===== src/rtl/core/hexb64_pkg.sv =====
package hexb64_pkg;

	localparam int unsigned GroupNibbles = 6;
	localparam int unsigned GroupSyms    = 4;

	localparam logic [7:0] PadChar  = 8'h3D;
	localparam logic [5:0] SixMask  = 6'h3F;

	// one output symbol with its flags
	typedef struct packed {
		logic [7:0] symbol;
		logic       last;
		logic       bad_digit;
	} b64_sym_t;

	// hex digit decode; bad is set for anything outside 0-9, A-F, a-f
	function automatic logic [4:0] hex_nibble(input logic [7:0] c);
		logic [7:0] d;
		d = 8'h00;
		if (c >= 8'h30 && c <= 8'h39) begin
			d = c - 8'h30;
			return {1'b0, d[3:0]};
		end else if (c >= 8'h41 && c <= 8'h46) begin
			d = c - 8'h37;
			return {1'b0, d[3:0]};
		end else if (c >= 8'h61 && c <= 8'h66) begin
			d = c - 8'h57;
			return {1'b0, d[3:0]};
		end
		return 5'b1_0000;
	endfunction

	// six-bit value to base64 ASCII
	function automatic logic [7:0] b64_char(input logic [5:0] v);
		logic [5:0] m;
		m = v & SixMask;
		if (m < 6'd26)      return 8'h41 + {2'b00, m};
		else if (m < 6'd52) return 8'h61 + {2'b00, m} - 8'd26;
		else if (m < 6'd62) return 8'h30 + {2'b00, m} - 8'd52;
		else if (m == 6'd62) return 8'h2B;
		return 8'h2F;
	endfunction

endpackage


===== src/rtl/core/hexb64_in_if.sv =====
interface hexb64_in_if;
	logic       valid;
	logic       ready;
	logic [7:0] hex_char;
	logic       end_of_input;

	modport source (output valid, output hex_char, output end_of_input, input ready);
	modport sink   (input valid, input hex_char, input end_of_input, output ready);
endinterface


===== src/rtl/core/hexb64_out_if.sv =====
interface hexb64_out_if;
	logic       valid;
	logic       ready;
	logic [7:0] symbol;
	logic       last;
	logic       bad_digit;

	modport source (output valid, output symbol, output last, output bad_digit, input ready);
	modport sink   (input valid, input symbol, input last, input bad_digit, output ready);
endinterface


===== src/rtl/core/hex_to_base64_encoder.sv =====
// A group-closing digit is registered into the staged group, which moves into the output
//   buffer once that empties. Throughput: one hex digit per cycle while the stage is free
//   or frees; a group drains at one symbol per cycle while ready is high, so six digits
//   per group keep pace with four symbols. Short groups (end mark) are bounded by the
//   output: four symbols per group. Reset: arst_n low clears the group gatherer, the staged
//   group and the output buffer; no clearing pass, the block is ready right after reset.
module hex_to_base64_encoder (
	input  logic         clk,
	input  logic         arst_n,
	hexb64_in_if.sink    hex_in,
	hexb64_out_if.source b64_out
);
	import hexb64_pkg::*;

	// ---------------- group gatherer ----------------
	logic [23:0] bits_q;   // nibbles gathered so far, left aligned
	logic [2:0]  cnt_q;    // nibbles in current group, 0..5
	logic        err_q;    // non-hex seen in current group

	// staged group: four finished symbols waiting for the output buffer
	b64_sym_t    pend_s1 [GroupSyms];
	logic        pend_v_q;

	// output buffer, drained one symbol per handshake
	b64_sym_t    buf_q [GroupSyms];
	logic [2:0]  rem_q;    // symbols left, 0..4
	logic [1:0]  idx_q;    // next symbol to present

	logic        in_fire, out_fire, emit, load;
	logic [4:0]  dec;
	logic [3:0]  nib;
	logic        bad;
	logic [4:0]  shamt;
	logic [23:0] cur_bits;
	logic [2:0]  new_cnt;
	logic        cur_err;
	logic [2:0]  nsym;
	b64_sym_t    grp [GroupSyms];

	assign out_fire = b64_out.valid & b64_out.ready;
	// staged group moves into the buffer when the buffer empties this cycle
	assign load     = pend_v_q & ((rem_q == 3'd0) | ((rem_q == 3'd1) & out_fire));
	// a new item may be taken whenever the stage is free or frees now
	assign hex_in.ready = ~pend_v_q | load;
	assign in_fire  = hex_in.valid & hex_in.ready;

	// digit decode and insert into the group
	assign dec      = hex_nibble(hex_in.hex_char);
	assign nib      = dec[3:0];
	assign bad      = dec[4];
	assign shamt    = 5'd20 - {cnt_q, 2'b00};
	assign cur_bits = bits_q | ({20'd0, nib} << shamt);
	assign new_cnt  = cnt_q + 3'd1;
	assign cur_err  = err_q | bad;
	assign emit     = in_fire & ((new_cnt == 3'(GroupNibbles)) | hex_in.end_of_input);

	// symbols carrying data: one more than the byte count (odd nibble rounds up)
	always_comb begin
		unique case (new_cnt)
			3'd1, 3'd2: nsym = 3'd2;
			3'd3, 3'd4: nsym = 3'd3;
			default:    nsym = 3'd4;
		endcase
	end

	always_comb begin
		for (int k = 0; k < GroupSyms; k++) begin
			if (3'(k) < nsym)
				grp[k].symbol = b64_char(cur_bits[23 - 6*k -: 6]);
			else
				grp[k].symbol = PadChar;
			grp[k].last      = hex_in.end_of_input & (k == GroupSyms - 1);
			grp[k].bad_digit = cur_err;
		end
	end

	// gatherer control
	always_ff @(posedge clk or negedge arst_n) begin
		if (!arst_n) begin
			bits_q <= '0;
			cnt_q  <= '0;
			err_q  <= 1'b0;
		end else if (in_fire) begin
			if (emit) begin
				bits_q <= '0;
				cnt_q  <= '0;
				err_q  <= 1'b0;
			end else begin
				bits_q <= cur_bits;
				cnt_q  <= new_cnt;
				err_q  <= cur_err;
			end
		end
	end

	// staged group payload
	always_ff @(posedge clk) begin
		if (emit) begin
			pend_s1 <= grp;
		end
	end

	always_ff @(posedge clk or negedge arst_n) begin
		if (!arst_n) begin
			pend_v_q <= 1'b0;
		end else if (emit) begin
			pend_v_q <= 1'b1;
		end else if (load) begin
			pend_v_q <= 1'b0;
		end
	end

	// output buffer
	always_ff @(posedge clk) begin
		if (load) begin
			buf_q <= pend_s1;
		end
	end

	always_ff @(posedge clk or negedge arst_n) begin
		if (!arst_n) begin
			rem_q <= '0;
			idx_q <= '0;
		end else if (load) begin
			rem_q <= 3'(GroupSyms);
			idx_q <= '0;
		end else if (out_fire) begin
			rem_q <= rem_q - 3'd1;
			idx_q <= idx_q + 2'd1;
		end
	end

	assign b64_out.valid     = (rem_q != 3'd0);
	assign b64_out.symbol    = buf_q[idx_q].symbol;
	assign b64_out.last      = buf_q[idx_q].last;
	assign b64_out.bad_digit = buf_q[idx_q].bad_digit;

	// ---------------- checks ----------------
	a_rem_range: assert property (@(posedge clk) disable iff (!arst_n)
		rem_q <= 3'(GroupSyms))
		else $error("output buffer count out of range");

	a_load_full: assert property (@(posedge clk) disable iff (!arst_n)
		load |=> (rem_q == 3'(GroupSyms)) && (idx_q == 2'd0))
		else $error("buffer not full after load");

	a_emit_staged: assert property (@(posedge clk) disable iff (!arst_n)
		emit |=> pend_v_q)
		else $error("closed group not staged");

	a_last_pos: assert property (@(posedge clk) disable iff (!arst_n)
		(b64_out.valid && b64_out.last) |-> (idx_q == 2'd3) && (rem_q == 3'd1))
		else $error("last flag on wrong symbol");

	a_cnt_range: assert property (@(posedge clk) disable iff (!arst_n)
		cnt_q < 3'(GroupNibbles))
		else $error("nibble count overran group");

endmodule


===== src/flat_wrapper.sv =====
// flat-port wrapper written by rule: the top's interface ports become plain ports
module hex_to_base64_encoder_flat import hexb64_pkg::*;
  (clk, arst_n, hex_in_valid, hex_in_hex_char, hex_in_end_of_input, hex_in_ready, b64_out_valid, b64_out_symbol, b64_out_last, b64_out_bad_digit, b64_out_ready);
  hexb64_in_if hex_in_i ();
  hexb64_out_if b64_out_i ();
  input  logic clk;
  input  logic arst_n;
  input wire logic [$bits(hex_in_i.valid)-1:0] hex_in_valid;
  input wire logic [$bits(hex_in_i.hex_char)-1:0] hex_in_hex_char;
  input wire logic [$bits(hex_in_i.end_of_input)-1:0] hex_in_end_of_input;
  output wire logic [$bits(hex_in_i.ready)-1:0] hex_in_ready;
  output wire logic [$bits(b64_out_i.valid)-1:0] b64_out_valid;
  output wire logic [$bits(b64_out_i.symbol)-1:0] b64_out_symbol;
  output wire logic [$bits(b64_out_i.last)-1:0] b64_out_last;
  output wire logic [$bits(b64_out_i.bad_digit)-1:0] b64_out_bad_digit;
  input wire logic [$bits(b64_out_i.ready)-1:0] b64_out_ready;
  assign hex_in_i.valid = hex_in_valid;
  assign hex_in_i.hex_char = hex_in_hex_char;
  assign hex_in_i.end_of_input = hex_in_end_of_input;
  assign hex_in_ready = hex_in_i.ready;
  assign b64_out_valid = b64_out_i.valid;
  assign b64_out_symbol = b64_out_i.symbol;
  assign b64_out_last = b64_out_i.last;
  assign b64_out_bad_digit = b64_out_i.bad_digit;
  assign b64_out_i.ready = b64_out_ready;
  hex_to_base64_encoder u_core (.clk(clk), .arst_n(arst_n), .hex_in(hex_in_i), .b64_out(b64_out_i));
endmodule

===== config.mk =====
export PLATFORM = sky130hd
export DESIGN_NAME = hex_to_base64_encoder_flat
export DESIGN_NICKNAME = d
export VERILOG_FILES = /design/src/rtl/core/hexb64_pkg.sv /design/src/rtl/core/hexb64_in_if.sv /design/src/rtl/core/hexb64_out_if.sv /design/src/rtl/core/hex_to_base64_encoder.sv /design/src/flat_wrapper.sv
export SDC_FILE = /design/constraint.sdc
export NUM_CORES = 1
export LEC_CHECK = 0
export ABC_AREA = 1
export BUFFER_PORTS_ARGS = -buffer_cell sky130_fd_sc_hd__buf_2
export CAP_MARGIN = 20
export CORE_ASPECT_RATIO = 0.6
export CORE_UTILIZATION = 35
export DETAILED_ROUTE_END_ITERATION = 8
export GPL_ROUTABILITY_DRIVEN = 0
export MAX_ROUTING_LAYER = met4
export PLACE_DENSITY = 0.48
export SLEW_MARGIN = 15
export SYNTH_ARGS = -nofsm -noshare
export SYNTH_HDL_FRONTEND = slang
export SYNTH_SLANG_ARGS = --single-unit
export TNS_END_PERCENT = 30

===== constraint.sdc =====
create_clock -name clk -period 3.92 [get_ports clk]
set_input_delay 0.98 -clock clk [delete_from_list [all_inputs] [get_ports clk]]
set_output_delay 0.98 -clock clk [all_outputs]
set_load 0.05 [all_outputs]

==> results of run 1 <==
path summary, 6_finish.rpt:
path                                    startpoint            endpoint  slack (ps)  cells past startpoint
min in group asynchronous                   arst_n     u_core.pend_v_q         750                      1
worst min-delay path            u_core.pend_s1[35]    u_core.buf_q[35]         410                      0
worst min register to register  u_core.pend_s1[35]    u_core.buf_q[35]         410                      0
max in group asynchronous                   arst_n   u_core.bits_q[12]        2580                      1
worst max register to register     u_core.cnt_q[1]  u_core.pend_s1[12]         870                     12
worst max-delay path            hex_in_hex_char[0]  u_core.pend_s1[24]         380                     20
final cells by class:
cell class | count | area [um2] | share of cell area
Inverter | 87 | 329 | 0.0449
Sequential cell | 102 | 2890 | 0.395
Tap cell | 240 | 300 | 0.0410
Clock inverter | 7 | 86.3 | 0.0118
Clock buffer | 9 | 225 | 0.0308
Timing Repair Buffer | 40 | 240 | 0.0328
Multi-Input combinational cell | 545 | 3250 | 0.444
routing by layer:
metal	routed length, um	global-route usage
met1	9140	0.293
met2	6270	0.244
met3	831	0.0323
met4	125	0.0315
met5	0	-
worst register-to-register path, cell delays in order, from the launching register on:
cell and delay, ps:
dfrtp_1 380, inv_1 270, nor2_1 510, nand4_1 210, nand2_1 240, ha_1 250, inv_1 50, nor2_1 270
inv_1 210, nor2_1 170, nand3_1 90, o21ai_0 80, nand2_1 70
logic make-up (layout without fill, tap and decap cells):
group / Yosys count / count (layout)
buf+inv: 102 / 143
fa+ha+maj: 51 / 51
xor+xnor: 14 / 14
simple gates: 371 / 371
flops: 102 / 102
compound gates: 109 / 109
cell usage in the layout, fill, tap and decap left out, types with 2 or more instances in the layout:
cell type	synthesis	layout
clkinv_1	4	3
nor2_1	92	91
nor3_1	2	2
o21bai_1	2	2
clkbuf_16	0	9
buf_4	3	16
o22ai_1	9	9
inv_1	69	69
nand3_2	8	8
edfxtp_1	68	68
nand2_1	140	140
a31oi_1	4	4
nand2_4	3	3
nor2_4	12	12
nand4_2	6	6
ha_1	51	51
o21ai_0	45	45
inv_6	0	2
nand3_1	56	56
a21oi_1	35	35
nand3b_1	2	2
o21bai_4	2	2
xor2_1	9	9
nand4_1	16	16
buf_2	4	24
clkinv_8	0	3
a31oi_2	2	2
o31ai_1	2	2
nand2_2	17	17
dfrtp_1	34	34
o211ai_1	2	2
inv_2	13	14
xnor2_1	5	5
o21ai_1	4	4
nor2_2	13	14
where the power goes:
part           total, uW  internal, uW  switching, uW
clock network        914           458            456
registers           1540          1420            128
logic               1350           321           1030
total               3810          2190           1620
metrics by stage:
| step | util | power, uW | instances | cell area (um2) |
|---|---|---|---|---|
| 2_1_floorplan | - | 2530 | 749 | 6560 |
| 3_3_place_gp | 0.385 | 2910 | 1014 | 7010 |
| 3_5_place_dp | 0.385 | 2930 | 1014 | 7010 |
| 4_1_cts | 0.402 | 3850 | 1030 | 7320 |
| 5_1_grt | 0.402 | 4060 | 1030 | 7320 |
| 6_report | 0.402 | 3810 | 1030 | 7320 |
registers in the layout, summed over array words and instances (netlist names):
name and cells:
u_core.bits_q 24, u_core.pend_s1 34, u_core.cnt_q 3, u_core.pend_v_q 1, u_core.rem_q 3, u_core.idx_q 2
u_core.buf_q 34, u_core.err_q 1
synthesized netlist by cell type, types with 2 or more instances:
cell type	n	share of area
xnor2_1	5	0.0067
edfxtp_1	68	0.31
nand3_2	8	0.012
nor2_4	12	0.021
nand2_4	3	0.0051
clkbuf_1	5	0.0029
nor3_1	2	0.0015
buf_2	4	0.0031
o21ai_1	4	0.0031
nor2_2	13	0.012
nand2_2	17	0.016
o22ai_1	9	0.0086
inv_1	69	0.039
nand4_2	6	0.011
nand4_1	16	0.015
o21bai_4	2	0.0057
nand3_1	56	0.043
o21bai_1	2	0.0023
a21oi_1	35	0.027
inv_2	13	0.0074
clkinv_1	4	0.0023
o211ai_1	2	0.0023
buf_6	3	0.0051
o21ai_0	45	0.034
nand3b_1	2	0.0023
dfrtp_1	34	0.13
a31oi_1	4	0.0038
nor2_1	92	0.053
nand2_1	140	0.080
xor2_1	9	0.012
ha_1	51	0.097
a31oi_2	2	0.0038
o31ai_1	2	0.0023
buf_4	3	0.0034
==> metrics.md, run 1 <==
| Metric | Value |
|---|---|
| Status | complete, no violations |
| CTS tree | yes |
| # rows | 38 |
| Critical path class | input port to flip-flop |
| # IOs | 25 |
| Synth Area in Adders | 0.0973 |
| Die area | 19300 um2 |
| Synth warnings | 0 |
| GRT overflow | 0 |
| F_max | 282 MHz |
| Cts hold-fix bufs | 0 |
| Residual DRC | 0 |
| Initial antenna violation count | 0 |
| Wirelength, routed | 16400 um |
| Routed Antenna Nets | 0 |
| Synth Area in Simple Gates | 0.283 |
| Largest family of logic cells by synthesized area | simple AND/OR/NAND/NOR gates |
| Critical path required time | 3990 ps |
| Core area | 18200 um2 |
| Rel. slew slack | 0.337 |
| Vias in the first global route | 4856 |
| CP startpoint kind | input port |
| First-pass GRT wire length | 26600 um |
| Initial Util | 0.360 |
| Yosys cell types | 41 |
| Worst min path class | flip-flop to flip-flop |
| Postcts setup bufs | 0 |
| Post-Synth XOR/XNOR Area | 0.0187 |
| Max-cap violations | 0 |
| Root Driver | clkbuf_16 |
| Synth Area in Compound Gates | 0.0959 |
| H-tree Lvls | 3 |
| #FFs+latches synth | 102 |
| CTS Sinks | 102 |
| Layout Skew | 11.6 ps |
| Mux share of post-synthesis cell area | 0 |
| Diodes inserted | 0 |
| Final worst path period share | 0.904 |
| Die X-Extent | 179 um |
| Cells along the critical path | buf_2, inv_1, ha_1, nand2_2, nand3_4, nand2_4, nand2_2, nand2_4, nand2_1, nor2_2, nand2_1, nand2_2, inv_2, ha_1, nor2_1, clkinv_1, nand2_1, o21ai_0, o21ai_0, o21ai_1 |
| Final setup vio count | 0 |
| Max rail drop VDD | 0.000286 V |
| Worst Max-Slew Pin Slew | 991 ps |
| Cell family with most CP delay | simple AND/OR/NAND/NOR gates |
| Clock slew at reported path FFs | 80 ps |
| Post-CTS sizing | 0 |
| Final hold vios | 0 |
| Drt initial violations | 336 |
| DR vias | 5183 |
| Critical path's slowest cell | clkinv_1 |
| Worst-path fanout max | 9 |
| DR WL/cell | 15.9 um |
| Overall die height | 108 um |
| Mapped Nets | 813 |
| Place WS | -6.93 ps |
| GR Util All Layers | 0.186 |
| Port bufs | 24 |
| Crit path largest cell delay | 270 ps |
| Clock latency on the worst-skew pair | 350 ps |
| DR pass1 iterations | 4 |
| Fillers | 1839 |
| DP HPWL | 12500 um |
| Fin. max-slew vios | 0 |
| Worst hold slack | 415 ps |
| Number of buffers created by CTS | 9 |
| Final WS setup | 378 ps |
| Syn_area_per_cell | 8.76 um2 |
| Leakage | 0.00326 uW |
| Setup crit end kind | flip-flop |
| Fin nets | 849 |
| Largest net degree at the start of global routing | 37 |
| Number of synthesized flops with an enable pin | 68 |
| Setup TNS | 0 ps |
| Post-synthesis sequential area ratio | 0.441 |
| RSZ-0062 raised after global routing | no |
| Area delta synth->final | 11.6% |
| Commonest register cell after synthesis | edfxtp_1 |
| Post-Syn Area | 6560 um2 |
| Crit path time final | 3540 ps |
| Proportion of layout cells with a drive suffix above 1 | 0.176 |
| CP arrival | 3620 ps |
| Post-DR vias/cell | 5.03 |
| Ys async rst share | 0.333 |
| Post-Synthesis Cells | 749 |
| Maximum clock path buffer count | 2 |
| Pwr Density | 521 nW/um2 |
| Crit path buf inv count | 4 |
Power figures use the tool's default switching activity.
==> run 2: changes to the inputs <==
--- a/config.mk
+++ b/config.mk
@@ -10,6 +10,7 @@
 export CAP_MARGIN = 20
 export CORE_ASPECT_RATIO = 0.6
 export CORE_UTILIZATION = 35
+export CTS_BUF_LIST = sky130_fd_sc_hd__clkbuf_8
 export DETAILED_ROUTE_END_ITERATION = 8
 export GPL_ROUTABILITY_DRIVEN = 0
 export MAX_ROUTING_LAYER = met4
==> run 2 against run 1 <==
- hold slack worse by 5.2 ps
- clock power down 25%
- sequential share of layout area up 0.55 points
- critical endpoint is now u_core.pend_s1[12]
- largest cell class unchanged
- highest routed layer unchanged
==> metrics.md, run 2 (synthesized netlist as in run 1, its figures left out) <==
| Metric | Value |
|---|---|
| Number of buffers created by CTS | 9 (unchanged) |
| Fillers | 1852 (was 1839) |
| DR WL/cell | 15.8 um (was 15.9 um) |
| Diodes inserted | 0 (unchanged) |
| Drt initial violations | 355 (was 336) |
| Setup crit end kind | flip-flop (unchanged) |
| Rel. slew slack | 0.346 (was 0.337) |
| Root Driver | clkbuf_8 (was clkbuf_16) |
| Crit. Startpoint | hex_in_hex_char[0] (unchanged) |
| DP HPWL | 12500 um (unchanged) |
| Finished Layout Cells | 1030 (unchanged) |
| CTS tree | yes (unchanged) |
| CTS Sinks | 102 (unchanged) |
| F_max | 285 MHz (was 282 MHz) |
| CP dominant cell by count | nand2_1 |
| Largest net degree at the start of global routing | 37 (unchanged) |
| Final setup vio count | 0 (unchanged) |
| R2R cell count | 12 (unchanged) |
| Cts hold-fix bufs | 0 (unchanged) |
| Initial Util | 0.360 (unchanged) |
| Clock power share | 0.191 (was 0.240) |
| Area delta synth->final | 10.0% (was 11.6%) |
| Critical path required time | 4050 ps (was 3990 ps) |
| GR Util All Layers | 0.186 (about the same) |
| Layout Skew | 18.9 ps (was 11.6 ps) |
| Seq pwr share | 0.430 (was 0.405) |
| Leakage | 0.00322 uW (was 0.00326 uW) |
| # IOs | 25 (unchanged) |
| Final hold vios | 0 (unchanged) |
| RSZ-0062 raised after global routing | no (unchanged) |
| Clock latency on the worst-skew pair | 380 ps (was 350 ps) |
| Die X-Extent | 179 um (unchanged) |
| Worst Max-Slew Pin Slew | 977 ps (was 991 ps) |
| Max rail drop VDD | 0.000293 V (was 0.000286 V) |
| Wirelength, routed | 16300 um (was 16400 um) |
| Postcts setup bufs | 0 (unchanged) |
| DR vias | 5165 (was 5183) |
| Overall die height | 108 um (unchanged) |
| # rows | 38 (unchanged) |
| Max-cap violations | 0 (unchanged) |
| First-pass GRT wire length | 26600 um (about the same) |
| Placed Area | 7010 um2 (unchanged) |
| Reg2reg start | u_core.cnt_q[1] (unchanged) |
| CP arrival | 3640 ps (was 3620 ps) |
| Core area | 18200 um2 (unchanged) |
| Sw frac | 0.445 (was 0.424) |
| Most common cell after layout, fill and taps aside | nand2_1 (unchanged) |
| Top flop regs | u_core.buf_q: 34 flops, u_core.pend_s1: 34 flops, u_core.bits_q: 24 flops (unchanged) |
| GRT overflow | 0 (unchanged) |
| Fin area | 7220 um2 (was 7320 um2) |
| Crit path time final | 3500 ps (was 3540 ps) |
| Clock slew at reported path FFs | 120 ps (was 80 ps) |
| Status | complete, no violations (unchanged) |
| Post-placement cell count | 1014 (unchanged) |
| Critical path's slowest cell | nor2_1 (was clkinv_1) |
| Maximum clock path buffer count | 2 (unchanged) |
| Hold_sp | u_core.pend_s1[35] (unchanged) |
| Fin nets | 849 (unchanged) |
| Fin. max-slew vios | 0 (unchanged) |
| Residual DRC | 0 (unchanged) |
| Post-DR vias/cell | 5.01 (was 5.03) |
| Most frequent cells in the layout | nand2_1 (140), nor2_1 (91), inv_1 (69) (unchanged) |
| DR pass1 iterations | 5 (was 4) |
| Worst-path fanout max | 7 (was 9) |
| Crit path depth | 20 (unchanged) |
| Die area | 19300 um2 (unchanged) |
| Cells along the critical path | buf_2, inv_1, ha_1, nand2_2, nand3_4, nand2_4, nand2_1, nand2_2, nand2_1, nor2_1, nand2_1, nand2_2, inv_2, ha_1, nor2_1, inv_1, nor2_1, nand3_1, o21ai_0, nand2_1 (was buf_2, inv_1, ha_1, nand2_2, nand3_4, nand2_4, nand2_2, nand2_4, nand2_1, nor2_2, nand2_1, nand2_2, inv_2, ha_1, nor2_1, clkinv_1, nand2_1, o21ai_0, o21ai_0, o21ai_1) |
| Crit path largest cell delay | 290 ps (was 270 ps) |
| Vias in the first global route | 4850 (was 4856) |
| Cell family with most CP delay | simple AND/OR/NAND/NOR gates (unchanged) |
| Worst min path class | flip-flop to flip-flop (unchanged) |
| Port bufs | 24 (unchanged) |
| Comb power frac | 0.379 (was 0.355) |
| Initial antenna violation count | 0 (unchanged) |
| Critical path class | input port to flip-flop (unchanged) |
| Core Util, Final | 0.396 (was 0.402) |
| Worst hold path depth | 0 (unchanged) |
| Internal power | 1990 uW (was 2190 uW) |
| Crit path buf inv count | 4 (unchanged) |
| CP startpoint kind | input port (unchanged) |
| Final worst path period share | 0.894 (was 0.904) |
| Psw | 1600 uW (was 1620 uW) |
| Total Power | 3590 uW (was 3810 uW) |
| Proportion of layout cells with a drive suffix above 1 | 0.176 (unchanged) |
| Pwr Density | 497 nW/um2 (was 521 nW/um2) |
| Routed Antenna Nets | 0 (unchanged) |
| H-tree Lvls | 3 (unchanged) |
==> run 2: cell types whose count changed in the layout (fill, tap and decap cells not counted) <==
cell / change
clkbuf_16: -9
clkbuf_8: +9
==> run 2: cell type report <==
type                    count  area, um2  share of cell area
well taps                 240        300              0.0416
multi-input cells         545       3250               0.450
flip-flops and latches    102       2890               0.401
inverters                  87        329              0.0456
repair buffers             40        240              0.0333
clock inverters             7       86.3              0.0120
clock buffers               9        124              0.0172
==> run 2: power groups by stage <==
stage	clock, uW	combinational (uW)	sequential (uW)
after floorplan	0	1040	1490
after global placement	0	1340	1560
after detailed placement	0	1360	1570
after CTS	716	1370	1540
after global routing	755	1510	1560
final	687	1360	1540
==> run 2: what timing repair did <==
item	4_1_cts	5_1_grt
gates resized for setup	0	1
hold endpoints to repair	0	0
endpoints found under the setup margin	0	1
==> run 2: metal layers <==
layer	track usage	part of all wire	routed length, um
met5	-	0	0
met4	0.0333	0.0089	146
met3	0.0323	0.051	837
met2	0.244	0.38	6220
met1	0.292	0.56	9110
==> run 2: final timing paths <==
check	slack (ps)	endpoint
setup / recovery	420	u_core.pend_s1[12]
hold / removal	410	u_core.buf_q[35]
setup reg to reg	850	u_core.pend_s1[12]
hold reg to reg	410	u_core.buf_q[35]
max in group asynchronous	2650	u_core.bits_q[19]
min in group asynchronous	700	u_core.rem_q[1]
==> run 2: per-stage QoR <==
stage	TNS (ps)	setup WS (ps)	hold WS, ps
final	0	417	409
after global routing	0	161	430
after floorplan	0	423	400
after detailed placement	-6.93	-6.93	405
after global placement	0	65.0	400
after CTS	0	397	413
==> run 3: changes to the inputs <==
--- a/config.mk
+++ b/config.mk
@@ -15,6 +15,7 @@
 export GPL_ROUTABILITY_DRIVEN = 0
 export MAX_ROUTING_LAYER = met4
 export PLACE_DENSITY = 0.48
+export RECOVER_POWER = 25
 export SLEW_MARGIN = 15
 export SYNTH_ARGS = -nofsm -noshare
 export SYNTH_HDL_FRONTEND = slang
==> constraint.sdc (replaced) <==
create_clock -name clk -period 4 [get_ports clk]
set_input_delay 1 -clock clk [delete_from_list [all_inputs] [get_ports clk]]
set_output_delay 1 -clock clk [all_outputs]
set_load 0.05 [all_outputs]
==> run 3 against run 2 <==
- the run now ends with capacitance limit, slew limit left
- critical path type unchanged
- highest routed layer unchanged
- wire length about the same
- combinational power about the same
- critical path depth did not move
- final area up 0.52%
==> metrics.md, run 3 (synthesized netlist as in run 1, its figures left out) <==
| Metric | Value |
|---|---|
| Final worst path period share | 0.905 |
| # rows | 38 (unchanged) |
| Critical path class | input port to flip-flop (unchanged) |
| FF-to-FF setup slack | 850 ps (about the same) |
| Layout Skew | 20.3 ps (was 18.9 ps) |
| Die X-Extent | 179 um (unchanged) |
| Max rail drop VDD | 0.000288 V (was 0.000293 V) |
| Maximum clock path buffer count | 2 (unchanged) |
| H-tree Lvls | 3 (unchanged) |
| Crit path time final | 3620 ps |
| DR pass1 iterations | 5 (unchanged) |
| Final WS setup | 379 ps (was 417 ps) |
| DR vias | 5169 (was 5165) |
| Initial antenna violation count | 0 (unchanged) |
| GR Util All Layers | 0.188 (was 0.186) |
| Cts hold-fix bufs | 0 (unchanged) |
| Violated checks | capacitance limit, slew limit |
| Critical path's slowest cell | clkinv_1 (was nor2_1) |
| Routed Antenna Nets | 0 (unchanged) |
| DR WL/cell | 15.8 um (about the same) |
| Proportion of layout cells with a drive suffix above 1 | 0.176 (about the same) |
| Largest net degree at the start of global routing | 35 (was 37) |
| Pwr Density | 487 nW/um2 (was 497 nW/um2) |
| Rel. slew slack | -0.397 (was 0.346) |
| Post-placement cell count | 1018 (was 1014) |
| Vias in the first global route | 4930 (was 4850) |
| # IOs | 25 (unchanged) |
| Drt initial violations | 389 (was 355) |
| First-pass GRT wire length | 26600 um (about the same) |
| Fin. max-slew vios | 35 (was 0) |
| Post-DR vias/cell | 5.00 (was 5.01) |
| Crit path depth | 20 (unchanged) |
| Critical path required time | 4120 ps (was 4050 ps) |
| Final hold vios | 0 (unchanged) |
| Crit. Startpoint | hex_in_hex_char[0] (unchanged) |
| Residual DRC | 0 (unchanged) |
| Die area | 19300 um2 (unchanged) |
| CTS Sinks | 102 (unchanged) |
| Max-cap violations | 1 (was 0) |
| Fin nets | 853 (was 849) |
| Finished Layout Cells | 1034 (was 1030) |
| RSZ-0062 raised after global routing | no (unchanged) |
| Post-CTS sizing | 0 (unchanged) |
| R2R cell count | 13 (was 12) |
| Cell family with most CP delay | simple AND/OR/NAND/NOR gates (unchanged) |
| DP HPWL | 12700 um (was 12500 um) |
| Most common cell after layout, fill and taps aside | nand2_1 (unchanged) |
| CP startpoint kind | input port (unchanged) |
| Place WS | -12.5 ps (was -6.93 ps) |
| Overall die height | 108 um (unchanged) |
| Area delta synth->final | 10.6% (was 10.0%) |
| Hold_sp | u_core.pend_s1[35] (unchanged) |
| Critical path endpoint | u_core.pend_s1[34] (was u_core.pend_s1[12]) |
| Wirelength, routed | 16300 um (about the same) |
| Status | finished with violations (was complete, no violations) |
| Reg2reg start | u_core.cnt_q[0] (was u_core.cnt_q[1]) |
| Initial Util | 0.360 (unchanged) |
| CTS tree | yes (unchanged) |
| Worst Max-Slew Pin Slew | 2100 ps (was 977 ps) |
| Most frequent cells in the layout | nand2_1 (140), nor2_1 (91), inv_1 (69) (unchanged) |
| Number of buffers created by CTS | 9 (unchanged) |
| GRT overflow | 0 (unchanged) |
| Crit path largest cell delay | 340 ps (was 290 ps) |
| Postcts setup bufs | 0 (unchanged) |
| Port bufs | 24 (unchanged) |
| Core area | 18200 um2 (unchanged) |
| Setup crit end kind | flip-flop (unchanged) |
| Cells along the critical path | buf_2, inv_1, ha_1, nand2_2, nand3_4, nand2_4, nand2_1, nand2_2, nand4_2, nor2_2, nor2_4, inv_2, ha_1, inv_1, nor2_1, clkinv_1, nand2_1, o21ai_0, o21ai_0, o21ai_0 (was buf_2, inv_1, ha_1, nand2_2, nand3_4, nand2_4, nand2_1, nand2_2, nand2_1, nor2_1, nand2_1, nand2_2, inv_2, ha_1, nor2_1, inv_1, nor2_1, nand3_1, o21ai_0, nand2_1) |
| Final setup vio count | 0 (unchanged) |
| Clock latency on the worst-skew pair | 390 ps (was 380 ps) |
| RR Endpoint | u_core.pend_s1[34] (was u_core.pend_s1[12]) |
| F_max | 276 MHz |
| CP dominant cell by count | o21ai_0 (was nand2_1) |
| CP arrival | 3750 ps (was 3640 ps) |
| Clock slew at reported path FFs | 120 ps (about the same) |
| Fillers | 1845 (was 1852) |
| Diodes inserted | 0 (unchanged) |
| Leakage | 0.00323 uW (was 0.00322 uW) |
| Worst-path fanout max | 10 (was 7) |
| Root Driver | clkbuf_8 (unchanged) |
| Worst min path class | flip-flop to flip-flop (unchanged) |
| Top flop regs | u_core.buf_q: 34 flops, u_core.pend_s1: 34 flops, u_core.bits_q: 24 flops (unchanged) |
| Crit path buf inv count | 5 (was 4) |
[run 3: per-stage QoR]
step | hold WS [ps] | cell area, um2 | utilization | setup TNS (ps) | total power (uW)
2_1_floorplan | 400 | 6560 | - | 0 | 2480
3_3_place_gp | 404 | 7050 | 0.387 | -1.65 | 2870
3_5_place_dp | 405 | 7050 | 0.387 | -12.5 | 2890
4_1_cts | 426 | 7260 | 0.399 | 0 | 3580
5_1_grt | 429 | 7260 | 0.399 | 0 | 3770
6_report | 419 | 7260 | 0.399 | 0 | 3540
[run 3: how the worst min path moves through the flow]
| stage | end | cells past startpoint |
|---|---|---|
| after global routing | u_core.buf_q[35] | 0 |
| after global placement | u_core.buf_q[13] | 0 |
| after detailed placement | u_core.buf_q[17] | 0 |
| after floorplan | u_core.buf_q[12] | 0 |
| after CTS | u_core.buf_q[35] | 0 |
| final | u_core.buf_q[35] | 0 |
[run 3: area by class of cell]
class / instances / area, um2 / area share
multi-input combinational: 545 / 3250 / 0.447
sequential: 102 / 2890 / 0.399
inverter: 87 / 329 / 0.0453
tap: 240 / 300 / 0.0414
timing repair buffer: 44 / 280 / 0.0386
clock buffer: 9 / 124 / 0.0171
clock inverter: 7 / 83.8 / 0.0116
[run 3: power breakdown]
| part | internal, uW | total (uW) | switching [uW] | leakage (uW) |
|---|---|---|---|---|
| Clock | 253 | 679 | 425 | 0.000105 |
| Combinational | 327 | 1350 | 1020 | 0.00208 |
| Sequential | 1390 | 1510 | 122 | 0.00105 |
| Total | 1970 | 3540 | 1570 | 0.00323 |
[run 3: worst register-to-register path: cells and delay by family (launching register included)]
family / cells / cell delay, ps
and+or+nand+nor: 5 / 940
buffers and inverters: 4 / 890
DFF: 1 / 570
AOI/OAI and AO/OA: 3 / 330
adders and majority gates: 1 / 170
[run 3: metal layers]
layer  part of all wire  GRT usage
met5                  0          -
met4             0.0055     0.0357
met3              0.047     0.0327
met2               0.39      0.252
met1               0.56      0.289
